[src/sv/rlbb_pkg.sv]
// Package for the ring/linear byte buffer engine: widths, command codes,
// front-to-back job record and the CRC-16/MODBUS byte step. No dependencies.
`default_nettype none
package rlbb_pkg;

  localparam int unsigned StoreDepth = 1024;
  localparam int unsigned MaxXfer    = 8;
  localparam int unsigned AW         = $clog2(StoreDepth);
  localparam int unsigned PW         = AW + 1;
  localparam int unsigned QDepth     = 2;

  typedef enum logic [3:0] {
    CMD_READ   = 4'd0,
    CMD_WRITE  = 4'd1,
    CMD_MOVE_R = 4'd2,
    CMD_MOVE_W = 4'd3,
    CMD_SET_R  = 4'd4,
    CMD_SET_W  = 4'd5,
    CMD_FILL   = 4'd6,
    CMD_CRC    = 4'd7,
    CMD_CLEAR  = 4'd8
  } cmd_e;

  typedef enum logic [1:0] {
    REG_RING    = 2'd0,
    REG_LENGTH  = 2'd1,
    REG_DEFAULT = 2'd2
  } reg_e;

  typedef enum logic [2:0] {
    JOB_NONE  = 3'd0,
    JOB_READ  = 3'd1,
    JOB_WRITE = 3'd2,
    JOB_FILL  = 3'd3,
    JOB_CRC   = 3'd4
  } job_e;

  // One classified item as handed from the front to the back.
  typedef struct packed {
    job_e            job;
    logic            status;
    logic [AW-1:0]   start;
    logic [PW-1:0]   n;
    logic            rev;
    logic [7:0]      fill;
    logic [63:0]     wdata;
    logic [PW-1:0]   rptr;
    logic [PW-1:0]   wptr;
  } job_t;

  function automatic logic [15:0] crc_byte(input logic [15:0] c, input logic [7:0] b);
    logic [15:0] r;
    r = c ^ {8'h00, b};
    for (int k = 0; k < 8; k++) begin
      r = r[0] ? ((r >> 1) ^ 16'hA001) : (r >> 1);
    end
    return r;
  endfunction

endpackage
`default_nettype wire

[src/sv/rlbb_front.sv]
// Front end: holds pointers and configuration, checks each item and emits a job.
// Depends on rlbb_pkg.
`default_nettype none
module rlbb_front (
  input  wire                   clk_i,
  input  wire                   rst_ni,
  input  wire                   cfg_we_i,
  input  wire [1:0]             cfg_idx_i,
  input  wire [10:0]            cfg_data_i,
  input  wire                   push_i,
  output logic                  full_o,
  input  wire [3:0]             command_i,
  input  wire [10:0]            address_i,
  input  wire [10:0]            end_address_i,
  input  wire [10:0]            count_i,
  input  wire [1:0]             range_form_i,
  input  wire                   backward_i,
  input  wire                   wrap_once_i,
  input  wire                   reverse_order_i,
  input  wire [7:0]             fill_byte_i,
  input  wire [63:0]            write_data_i,
  output logic                  job_valid_o,
  input  wire                   job_ready_i,
  output rlbb_pkg::job_t        job_o,
  output logic [rlbb_pkg::PW-1:0] len_o
);
  import rlbb_pkg::*;

  logic          ring_q;
  logic [10:0]   blen_q;
  logic [PW-1:0] rptr_q, rptr_d, wptr_q, wptr_d;
  logic          vld_q;
  job_t          job_q, job_d;
  logic [PW-1:0] len;
  logic          acc;

  always_comb begin
    if (blen_q == 11'd0) len = PW'(1);
    else if ({1'b0, blen_q} > 12'(StoreDepth)) len = PW'(StoreDepth);
    else len = PW'(blen_q);
  end
  assign len_o  = len;

  assign full_o      = vld_q && !job_ready_i;
  assign acc         = push_i && !full_o;
  assign job_valid_o = vld_q;
  assign job_o       = job_q;

  // Classification, all in 13-bit signed-free arithmetic.
  logic [12:0] a13, e13, c13, l13, p13, t13, s13, n13;
  logic        ok;
  always_comb begin
    a13 = 13'(address_i);
    e13 = 13'(end_address_i);
    c13 = 13'(count_i);
    l13 = 13'(len);
    rptr_d = rptr_q;
    wptr_d = wptr_q;
    ok  = 1'b0;
    s13 = '0;
    n13 = '0;
    t13 = '0;
    p13 = '0;
    job_d = '0;
    job_d.job   = JOB_NONE;
    job_d.rev   = reverse_order_i;
    job_d.fill  = fill_byte_i;
    job_d.wdata = write_data_i;
    case (command_i)
      CMD_READ, CMD_WRITE: begin
        p13 = (command_i == CMD_READ) ? 13'(rptr_q) : 13'(wptr_q);
        if (c13 == 13'd0) ok = 1'b1;
        else if (c13 > 13'(MaxXfer) || c13 > l13) ok = 1'b0;
        else if (!ring_q && (p13 > l13 || c13 > l13 - p13)) ok = 1'b0;
        else begin
          ok = 1'b1;
          s13 = p13;
          n13 = c13;
          t13 = p13 + c13;
          if (ring_q && t13 >= l13) t13 = t13 - l13;
          if (command_i == CMD_READ) begin
            rptr_d = PW'(t13);
            job_d.job = JOB_READ;
          end else begin
            wptr_d = PW'(t13);
            job_d.job = JOB_WRITE;
          end
        end
      end
      CMD_MOVE_R, CMD_MOVE_W: begin
        p13 = (command_i == CMD_MOVE_R) ? 13'(rptr_q) : 13'(wptr_q);
        if (backward_i) begin
          t13 = p13 - c13;
          if (!ring_q) ok = !t13[12];
          else begin
            if (t13[12]) t13 = t13 + l13;
            ok = !t13[12];
          end
        end else begin
          t13 = p13 + c13;
          if (!ring_q) ok = (t13 <= l13);
          else begin
            if (t13 >= l13) t13 = t13 - l13;
            ok = (t13 < l13);
          end
        end
        if (ok) begin
          if (command_i == CMD_MOVE_R) rptr_d = PW'(t13);
          else wptr_d = PW'(t13);
        end
      end
      CMD_SET_R, CMD_SET_W: begin
        t13 = a13;
        if (!ring_q) ok = (t13 <= l13);
        else begin
          if (t13 >= l13 && wrap_once_i) t13 = t13 - l13;
          ok = (t13 < l13);
        end
        if (ok) begin
          if (command_i == CMD_SET_R) rptr_d = PW'(t13);
          else wptr_d = PW'(t13);
        end
      end
      CMD_FILL, CMD_CRC: begin
        // among fill jobs, rev marks clear jobs only
        job_d.rev = 1'b0;
        case (range_form_i)
          2'd0: begin
            if (a13 >= l13) ok = 1'b0;
            else if (c13 == 13'd0) ok = 1'b1;
            else if (c13 > l13) ok = 1'b0;
            else if (c13 > l13 - a13 && !ring_q) ok = 1'b0;
            else begin
              ok = 1'b1; s13 = a13; n13 = c13;
            end
          end
          2'd1: begin
            ok = 1'b1;
            if (ring_q) begin
              if (e13 >= l13) ok = 1'b0;
              if (e13 == 13'd0) e13 = l13;
            end else if (e13 > l13) ok = 1'b0;
            if (!ok) ok = 1'b0;
            else if (c13 == 13'd0) ok = 1'b1;
            else if (c13 > l13) ok = 1'b0;
            else if (c13 <= e13) begin
              s13 = e13 - c13; n13 = c13;
            end else if (!ring_q) ok = 1'b0;
            else begin
              s13 = l13 - (c13 - e13); n13 = c13;
            end
          end
          2'd2: begin
            ok = 1'b1;
            if (a13 >= l13) ok = 1'b0;
            else if (ring_q ? (e13 >= l13) : (e13 > l13)) ok = 1'b0;
            else if (e13 == a13) ok = 1'b1;
            else if (e13 > a13) begin
              s13 = a13; n13 = e13 - a13;
            end else if (!ring_q) ok = 1'b0;
            else begin
              s13 = a13; n13 = l13 - a13 + e13;
            end
          end
          default: ok = 1'b0;
        endcase
        if (ok && n13 != 13'd0) job_d.job = (command_i == CMD_FILL) ? JOB_FILL : JOB_CRC;
      end
      CMD_CLEAR: begin
        ok = 1'b1;
        s13 = '0;
        n13 = l13;
        job_d.job  = JOB_FILL;
        job_d.rev  = 1'b1;
        job_d.fill = 8'h00; // replaced by default value at the top level
      end
      default: ok = 1'b0;
    endcase
    job_d.status = !ok;
    job_d.start  = AW'(s13);
    job_d.n      = PW'(n13);
    job_d.rptr   = rptr_d;
    job_d.wptr   = wptr_d;
  end

  always_ff @(posedge clk_i or negedge rst_ni) begin
    if (!rst_ni) begin
      ring_q <= 1'b0;
      blen_q <= 11'(StoreDepth);
      rptr_q <= '0;
      wptr_q <= '0;
      vld_q  <= 1'b0;
    end else begin
      if (cfg_we_i && cfg_idx_i == REG_RING) begin
        ring_q <= cfg_data_i[0];
        rptr_q <= '0;
        wptr_q <= '0;
      end else if (cfg_we_i && cfg_idx_i == REG_LENGTH) begin
        blen_q <= cfg_data_i;
        rptr_q <= '0;
        wptr_q <= '0;
      end else if (acc) begin
        rptr_q <= rptr_d;
        wptr_q <= wptr_d;
      end
      if (acc) vld_q <= 1'b1;
      else if (job_ready_i) vld_q <= 1'b0;
    end
  end

  always_ff @(posedge clk_i) begin
    if (acc) job_q <= job_d;
  end

endmodule
`default_nettype wire

[config.mk]
export PLATFORM = sky130hd
export DESIGN_NAME = rlbb_front
export DESIGN_NICKNAME = d
export VERILOG_FILES = /design/src/sv/rlbb_pkg.sv /design/src/sv/rlbb_front.sv
export SDC_FILE = /design/constraint.sdc
export NUM_CORES = 1
export LEC_CHECK = 0
export BUFFER_PORTS_ARGS = -buffer_cell sky130_fd_sc_hd__buf_2
export CAP_MARGIN = 15
export CELL_PAD_IN_SITES_DETAIL_PLACEMENT = 0
export CELL_PAD_IN_SITES_GLOBAL_PLACEMENT = 1
export CORE_ASPECT_RATIO = 0.6
export CORE_MARGIN = 8
export CORE_UTILIZATION = 49
export CTS_BUF_LIST = sky130_fd_sc_hd__clkbuf_4 sky130_fd_sc_hd__clkbuf_8
export DETAILED_ROUTE_END_ITERATION = 6
export PLACE_DENSITY_LB_ADDON = 0.1
export RECOVER_POWER = 100
export SYNTH_ARGS = -nofsm -noshare
export SYNTH_HDL_FRONTEND = slang
export SYNTH_SLANG_ARGS = --single-unit
[constraint.sdc]
create_clock -name clk_i -period 15.4 [get_ports clk_i]
set_input_delay 2.31 -clock clk_i [delete_from_list [all_inputs] [get_ports clk_i]]
set_output_delay 2.31 -clock clk_i [all_outputs]
set_load 0.05 [all_outputs]
Word-level counts from Yosys, hierarchy flattened --
Index checks and enable logic that the tools add are counted.
Operators by class: add/sub/neg operators 14, order comparisons 17, equality and inequality tests 12, multiplexer cells 128, bitwise logic cells 1, reduce and logical (&&, ||, !) cells 31
Operators by type and width (count):
- $mux 11 | 45
- $mux 13 | 19
- $mux 10 | 17
- $pmux 11 s3 | 3
- $sub 11x11->12 | 5
- $gt 11x11->1 | 4
- $pmux 13 s3 | 1
- $logic_not 11->1 | 3
- $mux 1 | 31
- $pmux 10 s3 | 1
- $sub 10x10->10 | 3
- $add 12x12->13 | 2
- $gt 11x13->1 | 2
- $lt 13x11->1 | 2
- $add 11x11->12 | 2
- $ge 12x11->1 | 2
- $ge 11x11->1 | 2
- $pmux 10 s2 | 1
- $eq 4x3->1 const B | 4
- $le 11x13->1 | 1
- $reduce_bool 13->1 | 1
- $sub 12x11->13 | 1
- $le 12x11->1 | 1
- $eq 11x11->1 | 1
- 25 further kinds | 49
Storage, ports and cells: bits in registers 155, bits of input ports 132, word-level logic and storage cells 217

Longest topological paths before layout --
depth in word-level cells 18, gate-level depth with buffers 34, depth with buffers taken out 30

Least setup slack after synthesis --
OpenSTA, ideal clock, no wires.
path kind input-to-reg, start input port command_i[3], end register job_q, in the netlist job_o[9] (data pin), setup time 277 ps, data arrival time 8813 ps, path slack 6311 ps, stages on the path 32, buffers on the path 5, cell sequence clkbuf_1 -> nor2_1 -> nand2_1 -> nor2_1 -> clkbuf_1 -> mux2_2 -> ha_1 -> buf_2 -> nor3_1 -> o21ai_1 -> nand3_1 -> a21oi_1 -> o311ai_0 -> ha_1 -> o21ai_1 -> a31oi_1 -> nor4b_2 -> nand3_1 -> buf_1 -> mux2_2 -> ha_1 -> a21oi_1 -> o21ai_0 -> a41oi_1 -> or4_1 -> inv_1 -> a211oi_2 -> o21ai_1 -> buf_2 -> mux2i_1 -> a211oi_1 -> a21oi_1
RTL lines:
- start: declaration | RTL line rlbb_front.sv:12 | input wire [3:0] command_i,
- end signal: assignment | RTL line rlbb_front.sv:212 | if (acc) job_q <= job_d;
- end: declaration | RTL line rlbb_front.sv:33 | job_t job_q, job_d;

Worst setup path in the final report --
start input port command_i[3], end register rptr_q[2]
Between the ends: longest elaborated chain between the ends 17, elaborated cells between the ends (all ways) 57
Ends and longest elaborated chain:
- $eq 4x2->1 | RTL line rlbb_front.sv:69, rlbb_front.sv:91, rlbb_front.sv:108
- $mux 11 | RTL line rlbb_front.sv:91 | p13 = (command_i == CMD_MOVE_R) ? 13'(rptr_q) : 13'(wptr_q);
- $add 11x11->12 / $sub 11x11->12 (equally long branches) | RTL line rlbb_front.sv:100, rlbb_front.sv:93
- $sub 12x11->13 (tied with other cells) | RTL line rlbb_front.sv:103 | if (t13 >= l13) t13 = t13 - l13;
- $mux 13 (on tied branches) | RTL line rlbb_front.sv:103, rlbb_front.sv:96
- $mux 13 (on tied branches) | RTL line rlbb_front.sv:101, rlbb_front.sv:94
- $mux 13 | RTL line rlbb_front.sv:92 | if (backward_i) begin
- $mux 13 | RTL line rlbb_front.sv:69 | case (command_i)
- $lt 13x11->1 / $logic_not 1->1 (equally long branches) | RTL line rlbb_front.sv:104, rlbb_front.sv:97
- $mux 1 (on tied branches) | RTL line rlbb_front.sv:101, rlbb_front.sv:94
- $mux 1 | RTL line rlbb_front.sv:92
- $mux 1 | RTL line rlbb_front.sv:69
- $mux 11 | RTL line rlbb_front.sv:107 | if (ok) begin
- $pmux 11 s3 (*) | RTL line rlbb_front.sv:69
- $mux 11 (*) | RTL line rlbb_front.sv:202 | end else if (acc) begin
- $mux 11 (*) | RTL line rlbb_front.sv:198 | end else if (cfg_we_i && cfg_idx_i == REG_LENGTH) begin
- $mux 11 (*) | RTL line rlbb_front.sv:194 | if (cfg_we_i && cfg_idx_i == REG_RING) begin
- end signal: assignment | RTL line rlbb_front.sv:203 | rptr_q <= rptr_d;
- end: declaration | RTL line rlbb_front.sv:31 | logic [PW-1:0] rptr_q, rptr_d, wptr_q, wptr_d;
Every way passes the cells marked *; elsewhere a longest branch is shown, timed or not. The select of a mux whose other input is x is not followed. A chain may end at the register's enable or synchronous reset.

==> results.md <==
- The capturing element type of the critical path is a flop.
- The global-route wire length before repair is 97,300 um.
- In the synthesized netlist the async set-or-reset flop fraction comes to 0.226.
- The most numerous cell on the critical path is sky130_fd_sc_hd__o21ai_0.
- For this run the aggregate overflow at the end of global routing stands at 0.
- The total number of placement rows is 52.
- The die covers 40,100 sq um.
- The routed design has 66,800 um of wire.
- The number of different library cells in the post-synthesis netlist is 89.
- The total I/O pin count is 265.
- On the critical path, the stage with the largest delay is an instance of sky130_fd_sc_hd__o21ai_0.
- The cell accounting for the most synthesized area is sky130_fd_sc_hd__edfxtp_1.
- At the end of routability-driven placement, the weighted congestion stood at 1.02.
- The critical setup path kind is in2reg.
- After detailed routing, the number of vias per cell comes to 6.32.
- After floorplanning, the core was sized to cover 33,400 sq um.
- Dividing the final minimum period by the clock period gives 0.784.
- The synthesized netlist net count is 2,220.
- For this configuration, the core starts out at a cell density of 0.494.
- The number of antenna violations at the first check in global routing is 1.
- The die is 253 um wide.
- The reported leakage power is 8.02 nW.
- The final reports fail on capacitance limit, slew limit.
- The area added between synthesis and finish is 12.4%.
- The synthesized area divided by synthesized cell count is 8.93 sq um.
- Power spread over the standard cell area amounts to 136 nW/um^2.
- The clock root buffer master is sky130_fd_sc_hd__clkbuf_8.
- Static timing analysis puts the maximum clock frequency at 82.8 MHz.
- The area of the mapped netlist is 16,500 sq um.
- The number of H-tree levels is 4.
- The run finished, with violations left.
- The area fraction of the dominant cell type after synthesis is 0.218.
- At the end of the flow, the number of nets in the layout was 2,468.
- The total setup buffers inserted after CTS is 0.
- Synthesis inferred 155 register bits.
- For this run, the slowest stage of the critical path takes 1.34 ns.
- The number of hold buffers added after cts is 0.
- The prevailing post-synth register cell is sky130_fd_sc_hd__edfxtp_1.
- The arrival time at the worst endpoint is 12.45 ns.
- The pin count of the biggest net entering global routing is 90.
- The number of buffers and inverters on the critical path is 3.
- Data on the critical path is required at its endpoint by 15.78 ns.
- Subtracting the final worst setup slack from the clock period gives 12.07 ns.
- Along the worst path, the maximum fanout reaches 13.
- The number of hold violations in the final report was 0.
- The final clock skew is 0.0291 ns.
- The tool flagged a number of max-cap violations equal to 5.
- The count of unresolved DRC violations after routing is 0.
- Of the cells placed in the final design, the portion with a size suffix greater than 1 is 0.118.
- In this run the remaining antenna-violating nets after routing total 0.
- The die height is 158 um.
- At the pin with the least slew margin, the transition time is 4.88 ns.
- The synthesized instance count is 1,851.
- The clock drives 155 sinks.
- In the final timing run, aggregate negative setup slack is 0 ns.
- For this run, the number of Yosys warnings is 0.
- In the post-synthesis netlist, the biggest area contributors are sky130_fd_sc_hd__edfxtp_1 22%, sky130_fd_sc_hd__ha_1 16%, sky130_fd_sc_hd__dfrtp_1 5.1%.
- The latest clock arrival within the worst-skew pair is 0.52 ns.
- The worst pin sits at a relative slew slack of -2.26.
- In this run the deepest clock path goes through 2 buffers.
- Setup repair after global routing left no endpoint under its margin.
- The detailed placement HPWL is 53,800 um.
- The kind of start point of the critical path is a primary input.
- In this run, the number of DRC markers left after iteration 0 of detailed routing was 2,009.
- For this run, the register share of the synthesized area comes to 0.271.
- The number of global-route vias before repair is 15,200.
- On the final layout, the worst hold slack is 0.529 ns.
- The cell family contributing the most delay on the critical path is compound AO/OA/AOI/OAI gates.
- In the global route stage, overall resource usage came out at 0.325.
- Detailed routing inserted a total of 16,300 vias.
- The total CTS buffers is 17.
- Dividing the detail-routed wire length by the instance count gives 26.0 um.
- The clock tree from TritonCTS is done.
- The worst-case IR drop observed on VDD is 104 uV.
- In this run the tool buffered the top-level ports with 264 buffer cells.
- After clock tree synthesis, the repair step resized 0 gates.
- The final-report setup violation count is 0.
- Yosys mapped a number of flops with a built-in enable equal to 120.
- The final count of pins violating max slew came to 198.
- The type of the worst min-delay path is reg2reg.
- The count of TritonRoute iterations in the first routing pass is 7.
- The clock slew seen by the registers of the worst setup and hold paths is 0.10 ns.
worst paths after layout:
check | start | end | slack [ns] | cells after the start
worst min-delay path | blen_q[0] | blen_q[0] | 0.53 | 1
worst max-delay path | command_i[3] | rptr_q[2] | 3.33 | 29
max in group asynchronous | rst_ni | blen_q[8] | 11.87 | 1
min in group asynchronous | rst_ni | wptr_q[9] | 2.35 | 1
worst max register to register | blen_q[10] | rptr_q[2] | 5.84 | 20
worst min register to register | blen_q[0] | blen_q[0] | 0.53 | 1
logic make-up (layout without fill, tap and decap cells):
| family | Yosys count | count (layout) | share of synthesized area |
|---|---|---|---|
| compound gates | 559 | 559 | 0.228 |
| xor+xnor | 93 | 93 | 0.0493 |
| fa+ha+maj | 237 | 237 | 0.189 |
| buf+inv | 191 | 452 | 0.0452 |
| flops | 155 | 155 | 0.271 |
| mux | 98 | 98 | 0.0630 |
| other cells | 0 | 1 | 0 |
| simple gates | 518 | 518 | 0.155 |
where the power goes:
part | internal, mW | switching [mW]
Clock | 0.126 | 0.208
Combinational | 0.602 | 1.06
Sequential | 0.492 | 0.0325
flip-flops by register name, summed over array words and instances (netlist names):
register	cells
rptr_q	11
blen_q	11
job_valid_o	1
wptr_q	11
job_o	120
ring_q	1
cell usage in the layout (no fill, tap or decap), drive strengths merged, types with 10 or more instances in the layout:
master  synthesis  final
or4            10     10
nand2b         31     31
a211o          11     11
buf            19    151
a211oi         28     28
nand2         122    122
fa             21     21
nand4          22     22
o211ai         25     25
mux2i          50     50
a22oi          11     11
a21o           31     31
o21a           36     36
nand3          49     49
a31oi          23     23
dfrtp          34     34
clkinv          1     11
xor2           32     32
o21bai         16     16
nor4           14     14
ha            216    216
nor2          137    137
mux2           48     48
edfxtp        120    120
clkbuf         40    154
o31ai          16     16
o21ai         115    115
and3           12     12
a21oi         116    116
xnor2          61     61
o22ai          30     30
o31a           12     12
and2           12     12
nor2b          30     30
inv           131    134
nor3           44     44
worst reg2reg max path, cell delays in order (launching register included):
cell and delay (ns):
sky130_fd_sc_hd__dfstp_1 1.13, sky130_fd_sc_hd__clkinv_1 0.94, sky130_fd_sc_hd__nand2_1 0.22, sky130_fd_sc_hd__clkbuf_1 0.94
sky130_fd_sc_hd__ha_1 0.44, sky130_fd_sc_hd__nand2_1 0.11, sky130_fd_sc_hd__a31oi_1 0.16, sky130_fd_sc_hd__nor4b_1 0.58
sky130_fd_sc_hd__nand3_1 0.64, sky130_fd_sc_hd__mux2_2 0.49, sky130_fd_sc_hd__ha_1 0.30, sky130_fd_sc_hd__a21oi_1 0.08
sky130_fd_sc_hd__o21ai_0 0.24, sky130_fd_sc_hd__a41oi_1 0.08, sky130_fd_sc_hd__or4_1 0.51, sky130_fd_sc_hd__inv_1 0.07
sky130_fd_sc_hd__a211oi_1 0.15, sky130_fd_sc_hd__o21ai_0 1.34, sky130_fd_sc_hd__a32o_1 0.60, sky130_fd_sc_hd__o21ai_0 0.20
sky130_fd_sc_hd__a31oi_1 0.21
metrics by stage:
| stage | cell area, sq um | std cells | total power, mW | utilization | setup WS, ns |
|---|---|---|---|---|---|
| after global routing | 18600 | 2572 | 2.69 | 0.556 | 2.62 |
| after floorplan | 16500 | 1851 | 1.68 | - | 6.31 |
| final | 18600 | 2572 | 2.52 | 0.556 | 3.33 |
| after CTS | 18800 | 2571 | 2.49 | 0.562 | 4.79 |
| after detailed placement | 18400 | 2539 | 2.14 | 0.549 | 4.26 |
| after global placement | 18400 | 2539 | 2.13 | 0.549 | 4.58 |
layer usage:
| metal | up-vias | GRT usage | wire length [um] |
|---|---|---|---|
| li1 | 7454 | - | - |
| met2 | 947 | 0.437 | 26000 |
| met3 | 106 | 0.138 | 9600 |
| met5 | - | 0 | 0 |
| met1 | 7753 | 0.469 | 29800 |
| met4 | 0 | 0.0786 | 1380 |
synth_stat cells (7+ instances only):
cell	number
sky130_fd_sc_hd__xnor2_1	61
sky130_fd_sc_hd__nand4_1	22
sky130_fd_sc_hd__xor2_1	32
sky130_fd_sc_hd__o31a_1	12
sky130_fd_sc_hd__o21bai_1	16
sky130_fd_sc_hd__a211o_1	11
sky130_fd_sc_hd__o22ai_1	30
sky130_fd_sc_hd__mux2_2	48
sky130_fd_sc_hd__nor2b_1	30
sky130_fd_sc_hd__edfxtp_1	120
sky130_fd_sc_hd__nand2b_1	31
sky130_fd_sc_hd__a21oi_1	116
sky130_fd_sc_hd__nand2_1	121
sky130_fd_sc_hd__and3_1	12
sky130_fd_sc_hd__o31ai_1	16
sky130_fd_sc_hd__buf_2	12
sky130_fd_sc_hd__or4_1	10
sky130_fd_sc_hd__o21ai_0	93
sky130_fd_sc_hd__a211oi_1	27
sky130_fd_sc_hd__o2111ai_1	7
sky130_fd_sc_hd__and2_1	12
sky130_fd_sc_hd__nor3_1	44
sky130_fd_sc_hd__o211ai_1	25
sky130_fd_sc_hd__a21o_1	31
sky130_fd_sc_hd__fa_1	21
sky130_fd_sc_hd__nor4_1	13
sky130_fd_sc_hd__or3_1	8
sky130_fd_sc_hd__o21a_1	36
sky130_fd_sc_hd__nand3_1	49
sky130_fd_sc_hd__a2111oi_0	7
sky130_fd_sc_hd__clkbuf_1	40
sky130_fd_sc_hd__o21ai_1	21
sky130_fd_sc_hd__inv_1	129
sky130_fd_sc_hd__a22oi_1	11
sky130_fd_sc_hd__dfrtp_1	34
sky130_fd_sc_hd__nor2_1	137
sky130_fd_sc_hd__ha_1	216
sky130_fd_sc_hd__a31oi_1	23
sky130_fd_sc_hd__mux2i_1	50
final cells by class:
type                    count  area [sq um]
diodes                      1          2.50
inverters                 132           497
flip-flops and latches    155          4480
clock inverters            15           198
repair buffers            288          1310
fillers                  3226         14900
clock buffers              17           234
well taps                 459           574
multi-input cells        1505         11300
No activity file was read; power rests on OpenSTA's default activity.
